[config.mk]
export PLATFORM = sky130hd
export DESIGN_NAME = base64url_stream_encoder_core
export DESIGN_NICKNAME = d
export VERILOG_FILES = /design/src/design/b64u_pkg.sv /design/src/design/b64u_front.sv /design/src/design/b64u_queue.sv /design/src/design/b64u_back.sv /design/src/design/base64url_stream_encoder_core.sv
export SDC_FILE = /design/constraint.sdc
export NUM_CORES = 1
export LEC_CHECK = 0
export ABC_AREA = 1
export ABC_CLOCK_PERIOD_IN_PS = 2350
export BUFFER_PORTS_ARGS = -buffer_cell sky130_fd_sc_hd__buf_2
export CAP_MARGIN = 30
export CORE_MARGIN = 3
export CORE_UTILIZATION = 55
export DETAILED_ROUTE_END_ITERATION = 10
export GPL_ROUTABILITY_DRIVEN = 0
export GPL_TIMING_DRIVEN = 0
export PLACE_DENSITY = 0.82
export SYNTH_ARGS = -nofsm -noshare
export SYNTH_HDL_FRONTEND = slang
export SYNTH_SLANG_ARGS = --single-unit
[constraint.sdc]
create_clock -name clock -period 2.35 [get_ports clock]
set_input_delay 0.1175 -clock clock [delete_from_list [all_inputs] [get_ports clock]]
set_output_delay 0.1175 -clock clock [all_outputs]
set_load 0.05 [all_outputs]
[src/design/b64u_pkg.sv]
// ----------------------------------------------------------------------------
// b64u_pkg
// Shared types, constants and the character map for the base64url encoder.
// ----------------------------------------------------------------------------
package b64u_pkg;

   localparam int QUEUE_DEPTH_DEFAULT = 2;

   localparam logic [7:0] MASK_HI6 = 8'hfc;
   localparam logic [7:0] MASK_LO2 = 8'h03;
   localparam logic [7:0] MASK_HI4 = 8'hf0;
   localparam logic [7:0] MASK_LO4 = 8'h0f;
   localparam logic [7:0] MASK_HI2 = 8'hc0;
   localparam logic [7:0] MASK_LO6 = 8'h3f;

   localparam logic [7:0] CHAR_UPPER_A = 8'h41;
   localparam logic [7:0] CHAR_LOWER_A = 8'h61;
   localparam logic [7:0] CHAR_ZERO    = 8'h30;
   localparam logic [7:0] CHAR_DASH    = 8'h2d;
   localparam logic [7:0] CHAR_UNDER   = 8'h5f;

   localparam logic [5:0] SEXTET_LOWER = 6'd26;
   localparam logic [5:0] SEXTET_DIGIT = 6'd52;
   localparam logic [5:0] SEXTET_DASH  = 6'd62;
   localparam logic [5:0] SEXTET_UNDER = 6'd63;

   // one group of up to three bytes, zero-filled, ready for the back end
   typedef struct packed {
      logic [7:0] byte0;
      logic [7:0] byte1;
      logic [7:0] byte2;
      logic [1:0] last_idx;
      logic       eom;
   } group_type;

   typedef struct packed {
      logic      push;
      group_type data;
   } queue_wr_type;

   typedef struct packed {
      logic      not_empty;
      logic      full;
      group_type data;
   } queue_rd_type;

   function automatic logic [7:0] sextet_char(input logic [5:0] idx);
      logic [7:0] result;
      if (idx < SEXTET_LOWER) begin
         result = CHAR_UPPER_A + {2'b00, idx};
      end else if (idx < SEXTET_DIGIT) begin
         result = CHAR_LOWER_A + {2'b00, idx - SEXTET_LOWER};
      end else if (idx < SEXTET_DASH) begin
         result = CHAR_ZERO + {2'b00, idx - SEXTET_DIGIT};
      end else if (idx == SEXTET_DASH) begin
         result = CHAR_DASH;
      end else begin
         result = CHAR_UNDER;
      end
      return result;
   endfunction

endpackage

[src/design/b64u_front.sv]
// ----------------------------------------------------------------------------
// b64u_front
// Gathers input bytes into groups of up to three and pushes each group when it is full or closed by end of message.
// ----------------------------------------------------------------------------
module b64u_front
   import b64u_pkg::*;
(
   input  logic         clock,
   input  logic         reset,
   input  logic         req_valid,
   output logic         req_stall,
   input  logic [7:0]   req_data_byte,
   input  logic         req_end_of_message,
   input  logic         queue_full,
   output queue_wr_type queue_wr
);

   logic [1:0] count_ff, count_in;
   logic [7:0] pend0_ff, pend0_in;
   logic [7:0] pend1_ff, pend1_in;
   logic       accept;
   logic       store;
   group_type  group;

   assign req_stall = queue_full;
   assign accept    = req_valid && !queue_full;
   assign store     = (count_ff < 2'd2) && !req_end_of_message;

   always_comb begin
      group.byte0    = 8'h00;
      group.byte1    = 8'h00;
      group.byte2    = 8'h00;
      group.eom      = req_end_of_message;
      group.last_idx = count_ff + 2'd1;
      case (count_ff)
         2'd0: begin
            group.byte0 = req_data_byte;
         end
         2'd1: begin
            group.byte0 = pend0_ff;
            group.byte1 = req_data_byte;
         end
         default: begin
            group.byte0    = pend0_ff;
            group.byte1    = pend1_ff;
            group.byte2    = req_data_byte;
            group.last_idx = 2'd3;
         end
      endcase
   end

   always_comb begin
      count_in = count_ff;
      pend0_in = pend0_ff;
      pend1_in = pend1_ff;
      if (accept) begin
         if (store) begin
            count_in = count_ff + 2'd1;
            if (count_ff == 2'd0) begin
               pend0_in = req_data_byte;
            end else begin
               pend1_in = req_data_byte;
            end
         end else begin
            count_in = 2'd0;
         end
      end
   end

   assign queue_wr.push = accept && !store;
   assign queue_wr.data = group;

   always_ff @(posedge clock) begin
      if (reset) begin
         count_ff <= 2'd0;
      end else begin
         count_ff <= count_in;
      end
      pend0_ff <= pend0_in;
      pend1_ff <= pend1_in;
   end

endmodule

[src/design/b64u_queue.sv]
// ----------------------------------------------------------------------------
// b64u_queue
// Short first-in first-out queue of groups between front and back end.
// ----------------------------------------------------------------------------
module b64u_queue
   import b64u_pkg::*;
#(
   parameter int DEPTH = QUEUE_DEPTH_DEFAULT
) (
   input  logic         clock,
   input  logic         reset,
   input  queue_wr_type queue_wr,
   input  logic         pop,
   output queue_rd_type queue_rd
);

   localparam int PTR_W = (DEPTH > 1) ? $clog2(DEPTH) : 1;
   localparam int CNT_W = $clog2(DEPTH + 1);

   group_type        entry_ff [DEPTH];
   logic [PTR_W-1:0] wr_ptr_ff, wr_ptr_in;
   logic [PTR_W-1:0] rd_ptr_ff, rd_ptr_in;
   logic [CNT_W-1:0] count_ff, count_in;
   logic             do_push;
   logic             do_pop;

   assign queue_rd.not_empty = (count_ff != '0);
   assign queue_rd.full      = (count_ff == CNT_W'(DEPTH));
   assign queue_rd.data      = entry_ff[rd_ptr_ff];

   assign do_push = queue_wr.push && !queue_rd.full;
   assign do_pop  = pop && queue_rd.not_empty;

   always_comb begin
      wr_ptr_in = wr_ptr_ff;
      rd_ptr_in = rd_ptr_ff;
      count_in  = count_ff;
      if (do_push) begin
         wr_ptr_in = (wr_ptr_ff == PTR_W'(DEPTH - 1)) ? '0 : wr_ptr_ff + 1'b1;
      end
      if (do_pop) begin
         rd_ptr_in = (rd_ptr_ff == PTR_W'(DEPTH - 1)) ? '0 : rd_ptr_ff + 1'b1;
      end
      if (do_push && !do_pop) begin
         count_in = count_ff + 1'b1;
      end else if (do_pop && !do_push) begin
         count_in = count_ff - 1'b1;
      end
   end

   always_ff @(posedge clock) begin
      if (reset) begin
         wr_ptr_ff <= '0;
         rd_ptr_ff <= '0;
         count_ff  <= '0;
      end else begin
         wr_ptr_ff <= wr_ptr_in;
         rd_ptr_ff <= rd_ptr_in;
         count_ff  <= count_in;
      end
      if (do_push) begin
         entry_ff[wr_ptr_ff] <= queue_wr.data;
      end
   end

endmodule

[src/design/b64u_back.sv]
// ----------------------------------------------------------------------------
// b64u_back
// Takes groups from the queue and sends their characters one per cycle while rsp_stall is low.
// ----------------------------------------------------------------------------
module b64u_back
   import b64u_pkg::*;
(
   input  logic         clock,
   input  logic         reset,
   input  queue_rd_type queue_rd,
   output logic         pop,
   output logic         rsp_valid,
   input  logic         rsp_stall,
   output logic [7:0]   rsp_out_char,
   output logic         rsp_last_char
);

   logic       busy_ff, busy_in;
   group_type  group_ff, group_in;
   logic [1:0] idx_ff, idx_in;
   logic       valid_ff, valid_in;
   logic [7:0] char_ff, char_in;
   logic       last_ff, last_in;
   logic       out_free;
   logic       finish;
   logic [5:0] sextet;

   assign out_free = !valid_ff || !rsp_stall;
   assign finish   = busy_ff && out_free && (idx_ff == group_ff.last_idx);
   assign pop      = queue_rd.not_empty && (!busy_ff || finish);

   always_comb begin
      case (idx_ff)
         2'd0:    sextet = 6'((group_ff.byte0 & MASK_HI6) >> 2);
         2'd1:    sextet = {group_ff.byte0[1:0] & MASK_LO2[1:0],
                            4'((group_ff.byte1 & MASK_HI4) >> 4)};
         2'd2:    sextet = {group_ff.byte1[3:0] & MASK_LO4[3:0],
                            2'((group_ff.byte2 & MASK_HI2) >> 6)};
         default: sextet = 6'(group_ff.byte2 & MASK_LO6);
      endcase
   end

   always_comb begin
      busy_in  = busy_ff;
      group_in = group_ff;
      idx_in   = idx_ff;
      valid_in = valid_ff;
      char_in  = char_ff;
      last_in  = last_ff;
      if (out_free) begin
         valid_in = busy_ff;
         if (busy_ff) begin
            char_in = sextet_char(sextet);
            last_in = group_ff.eom && (idx_ff == group_ff.last_idx);
            idx_in  = idx_ff + 2'd1;
         end
      end
      if (finish) begin
         busy_in = 1'b0;
      end
      if (pop) begin
         busy_in  = 1'b1;
         group_in = queue_rd.data;
         idx_in   = 2'd0;
      end
   end

   always_ff @(posedge clock) begin
      if (reset) begin
         busy_ff  <= 1'b0;
         valid_ff <= 1'b0;
         idx_ff   <= 2'd0;
      end else begin
         busy_ff  <= busy_in;
         valid_ff <= valid_in;
         idx_ff   <= idx_in;
      end
      group_ff <= group_in;
      char_ff  <= char_in;
      last_ff  <= last_in;
   end

   assign rsp_valid     = valid_ff;
   assign rsp_out_char  = char_ff;
   assign rsp_last_char = last_ff;

`ifndef ASSERT_OFF
   a_pop_only_done: assert property (@(posedge clock) disable iff (reset)
      (pop && busy_ff) |-> finish)
      else $error("group taken before current one is done");

   a_idx_in_range: assert property (@(posedge clock) disable iff (reset)
      busy_ff |-> (idx_ff <= group_ff.last_idx))
      else $error("character index beyond group");

   a_group_held: assert property (@(posedge clock) disable iff (reset)
      (busy_ff && !finish) |=> $stable(group_ff))
      else $error("group changed while in progress");

   a_last_ends_group: assert property (@(posedge clock) disable iff (reset)
      (busy_ff && out_free && group_ff.eom && idx_ff == group_ff.last_idx)
      |=> (valid_ff && last_ff))
      else $error("final character lost its last mark");
`endif

endmodule

[src/design/base64url_stream_encoder_core.sv]
// ----------------------------------------------------------------------------
// base64url_stream_encoder_core
// Unpadded URL-safe base64 encoder, one input byte per word in, one character
// per word out.
//
// The req_ channel carries a byte and an end-of-message flag. The rsp_
// channel carries one ASCII character per word, with rsp_last_char set on
// the final character of each message. A full group of three bytes gives
// four characters; a partial group closed by the flag gives two or three.
// Both channels use valid/stall; a word moves when valid is high and stall
// is low.
// The byte that closes a group passes through the queue entry, the group
// register and the output register before its first character appears.
// Throughput: one character per cycle while rsp_stall is low, set by the single output register.
// The front end keeps taking bytes while groups wait in a queue of
// QUEUE_DEPTH entries; req_stall rises only when that queue is full, so a
// stall on rsp_ backs up through the queue and then onto req_.
// Reset clears the pending byte count, the queue and the output valid flag;
// no clearing pass is needed.
// ----------------------------------------------------------------------------
module base64url_stream_encoder_core
   import b64u_pkg::*;
#(
   parameter int QUEUE_DEPTH = QUEUE_DEPTH_DEFAULT
) (
   input  logic       clock,
   input  logic       reset,
   input  logic       req_valid,
   output logic       req_stall,
   input  logic [7:0] req_data_byte,
   input  logic       req_end_of_message,
   output logic       rsp_valid,
   input  logic       rsp_stall,
   output logic [7:0] rsp_out_char,
   output logic       rsp_last_char
);

   queue_wr_type queue_wr;
   queue_rd_type queue_rd;
   logic         pop;

   b64u_front u_front (
      .clock              (clock),
      .reset              (reset),
      .req_valid          (req_valid),
      .req_stall          (req_stall),
      .req_data_byte      (req_data_byte),
      .req_end_of_message (req_end_of_message),
      .queue_full         (queue_rd.full),
      .queue_wr           (queue_wr)
   );

   b64u_queue #(
      .DEPTH (QUEUE_DEPTH)
   ) u_queue (
      .clock    (clock),
      .reset    (reset),
      .queue_wr (queue_wr),
      .pop      (pop),
      .queue_rd (queue_rd)
   );

   b64u_back u_back (
      .clock         (clock),
      .reset         (reset),
      .queue_rd      (queue_rd),
      .pop           (pop),
      .rsp_valid     (rsp_valid),
      .rsp_stall     (rsp_stall),
      .rsp_out_char  (rsp_out_char),
      .rsp_last_char (rsp_last_char)
   );

endmodule

==> impl_results.md <==
- Status: finished clean
- Setup slack, reg-to-reg: 0.003 ns
- Vias/cell: 5.30
- Endpoint class of the critical path: flip-flop
- DP Area: 5750 sq um
- Reg2reg end: u_back.rsp_out_char[3]$_DFFE_PP_
- Sequential element share of the synthesized area: 0.634
- Total grt overflow: 0
- I/O pins: 24
- Max cap viols: 0
- Slew Viols, Final: 0
- Share of cells above drive strength 1: 0.272
- Worst path required time: 2.62 ns
- Vias: 3691
- Kind of critical path: reg2reg
- Async SR Flop Fraction: 0
- Avg Inst Size Synth: 11.1 sq um
- H-tree depth: 4
- CTS buffer count: 17
- Register bit total from synthesis: 116
- Detailed Routing Iterations Pass 1: 6
- Port Buffers: 23
- Synth area leader: edfxtp_1
- Die Area: 10900 sq um
- YS warnings: 0
- Clock net sink count: 116
- Clk_lat worst skew: 0.52 ns
- HPWL Detailed: 7.11 mm
- Synth cell types: 32
- FF-to-FF Start: u_back.idx_ff[1]$_SDFFE_PP0P_
- Post-Syn Nets: 510
- Crit path largest cell delay: 0.41 ns
- Die width: 105 um
- Worst Tran Pin Value: 0.907 ns
- Critical path launch point type: flip-flop
- Die Y: 105 um
- Top post-synthesis cells by area: edfxtp_1, nand2_1, dfxtp_1
- CTS clk-pin slew, worst paths: 0.06 ns
- CTS Buffer Depth: 2
- Most used DFF post-synth: edfxtp_1
- Vias in the first global route: 3812
- Post-Route Skew: 0.00739 ns
- Worst Path Buf+Inv: 3
- Crit path cell chain: ha_4 -> inv_6 -> buf_12 -> nor2_4 -> o21bai_4 -> buf_6 -> ha_1 -> nand3_2 -> nand2_2 -> nand2_2 -> nand2_4 -> nand2_4 -> nor2_2 -> nor3_2
- # DRC: 0
- Final instance area: 6700 sq um
- Critical-path maximum fanout: 6
- Root Driver: clkbuf_8
- Cell with the most instances after synthesis: nand2_1
- WL/cell: 16.2 um
- Pwr Total: 0.0102 W
- Rows: 35
- Final-report setup violation count: 0
- Post-Syn Instances: 481
- Placed instance count: 635
- Post-DRT Antenna Nets: 0
- Nets: 583
- PnR worst setup slack: 0.00295 ns
- Power density cells: 1530 nW/um^2
- Place WS: -0.213 ns
- First-pass GRT wire length: 17.5 mm
- Area grow syn2layout: 25.5%
- Slowest CP cell: dfxtp_4
- Largest net degree at the start of global routing: 28
- Hold path start: req_valid
- FF-to-FF path depth: 14
- Core Area: 9330 sq um
- Initial antenna violation count: 0
- Initial drt markers: 260
- CTS tree: built
- Hold WC Path Type: in2reg
- CP delay by family, top: simple AND/OR/NAND/NOR gates
- Hold Path Depth: 4
- RSZ-0062 raised after global routing: yes
- Worst slew margin: 0.393
- FMAX: 426 MHz
- Post-layout min period: 2.35 ns
- Critical path data arrival time: 2.61 ns
- Fin. Hold Viols: 0
- Lkg Pwr: 2.67 nW
- Post-Synthesis Cell Area: 5340 sq um
- Initial Util: 0.572
- Non-filler cells, final: 696
- Period Utilization, post-route: 0.999
- Most common library cells after synthesis: nand2_1, edfxtp_1, inv_1
- Top cell type's share of synthesized area: 0.596
- WL final: 11.3 mm
- Final antenna diode count: 0
- Tot GR Track Use: 0.206
- EDFF count, synth: 106
- Peak supply drop: 0.845 mV
- WHS Endpoint: u_front.count_ff[1]$_SDFFE_PP0P_
metrics by stage:
step	util	hold WS, ns	TNS (ns)
final	0.718	0.0793	0
after global placement	0.610	0.309	-31.94
after detailed placement	0.617	0.312	-0.382
after floorplan	-	0.187	0
after global routing	0.718	0.101	-0.407
after CTS	0.703	0.0581	0
layer usage:
| metal | track usage | part of all wire | routed length [um] | vias up |
|---|---|---|---|---|
| li1 | - | - | - | 1762 |
| met1 | 0.214 | 0.37 | 4130 | 1773 |
| met2 | 0.389 | 0.56 | 6370 | 125 |
| met3 | 0.0534 | 0.046 | 519 | 31 |
| met4 | 0.0883 | 0.025 | 280 | 0 |
| met5 | 0 | 0 | 0 | - |
tightest hold or removal path, delay by kind of cell:
kind | cells | cell delay, ns
AOI/OAI and AO/OA | 2 | 0.24
and+or+nand+nor | 1 | 0.11
buffers and inverters | 1 | 0.08
worst max-delay path by stage:
| stage | startpoint | endpoint | slack, ns | cells past startpoint |
|---|---|---|---|---|
| global route | u_back.idx_ff[1]$_SDFFE_PP0P_ | u_back.rsp_out_char[3]$_DFFE_PP_ | -0.10 | 14 |
| CTS | u_back.idx_ff[1]$_SDFFE_PP0P_ | u_back.rsp_out_char[4]$_DFFE_PP_ | 0.004 | 13 |
| finish | u_back.idx_ff[1]$_SDFFE_PP0P_ | u_back.rsp_out_char[3]$_DFFE_PP_ | 0.003 | 14 |
| detailed placement | u_back.idx_ff[0]$_SDFFE_PP0P_ | u_back.rsp_out_char[5]$_DFFE_PP_ | -0.21 | 16 |
| global placement | u_queue.count_ff[1]$_SDFFE_PP0P_ | u_queue.entry_ff[1][12]$_DFFE_PP_ | -0.60 | 5 |
| floorplan | u_back.idx_ff[0]$_SDFFE_PP0P_ | u_back.rsp_out_char[5]$_DFFE_PP_ | 0.002 | 16 |
state kept, by name (all words and copies together) (netlist names):
register,cells
u_queue.entry_ff,54
u_back.group_ff,27
u_back.rsp_out_char,8
u_front.pend0_ff,8
u_front.pend1_ff,8
u_back.idx_ff,2
u_front.count_ff,2
u_queue.count_ff,2
u_back.busy_ff,1
u_back.rsp_last_char,1
u_back.rsp_valid,1
u_queue.rd_ptr_ff,1
u_queue.wr_ptr_ff,1
power breakdown:
part | internal, W | switching [W] | leakage (nW)
sequential | 0.00302 | 0.000195 | 1.08
combinational | 0.00151 | 0.00286 | 1.30
clock | 0.00165 | 0.000987 | 0.294
total | 0.00618 | 0.00404 | 2.67
logic make-up after synthesis:
family | Yosys count | synth area share
xor+xnor | 6 | 0.00985
simple gates | 242 | 0.220
fa+ha+maj | 16 | 0.0375
compound gates | 50 | 0.0598
flops | 116 | 0.634
buf+inv | 51 | 0.0389
layout make-up:
type                       count  area (sq um)
buffer                        10          53.8
clock buffer                  17           414
clock inverter                15           194
fill                         577          2630
inverter                      41           171
multi-input combinational    314          1870
sequential                   116          3390
tap                          129           161
timing repair buffer          54           437
layout by cell type (no fill, tap or decap), types with 7 or more instances in the layout:
cell type        n
nand3_1         23
buf_2           23
dfxtp_1          8
clkbuf_16       17
buf_4           16
nand2_2         14
nand2_1        143
nor2_1          23
nor2_4          10
ha_1            10
inv_6            7
o21ai_0         26
nor2_2          10
dlygate4sd3_1   11
clkbuf_1         7
a21oi_1         12
inv_1           32
edfxtp_1       106
what timing repair did:
action                                  in CTS  in global routing
resized for setup                            5                 16
gates cloned                                 0                  1
hold buffers                                11                  0
endpoints found under the hold margin       13                  0
pin swaps                                    3                 13
buffers inserted                             9                  8
endpoints found under the setup margin       7                 34
Note: power is estimated with default switching activity, not from simulation.
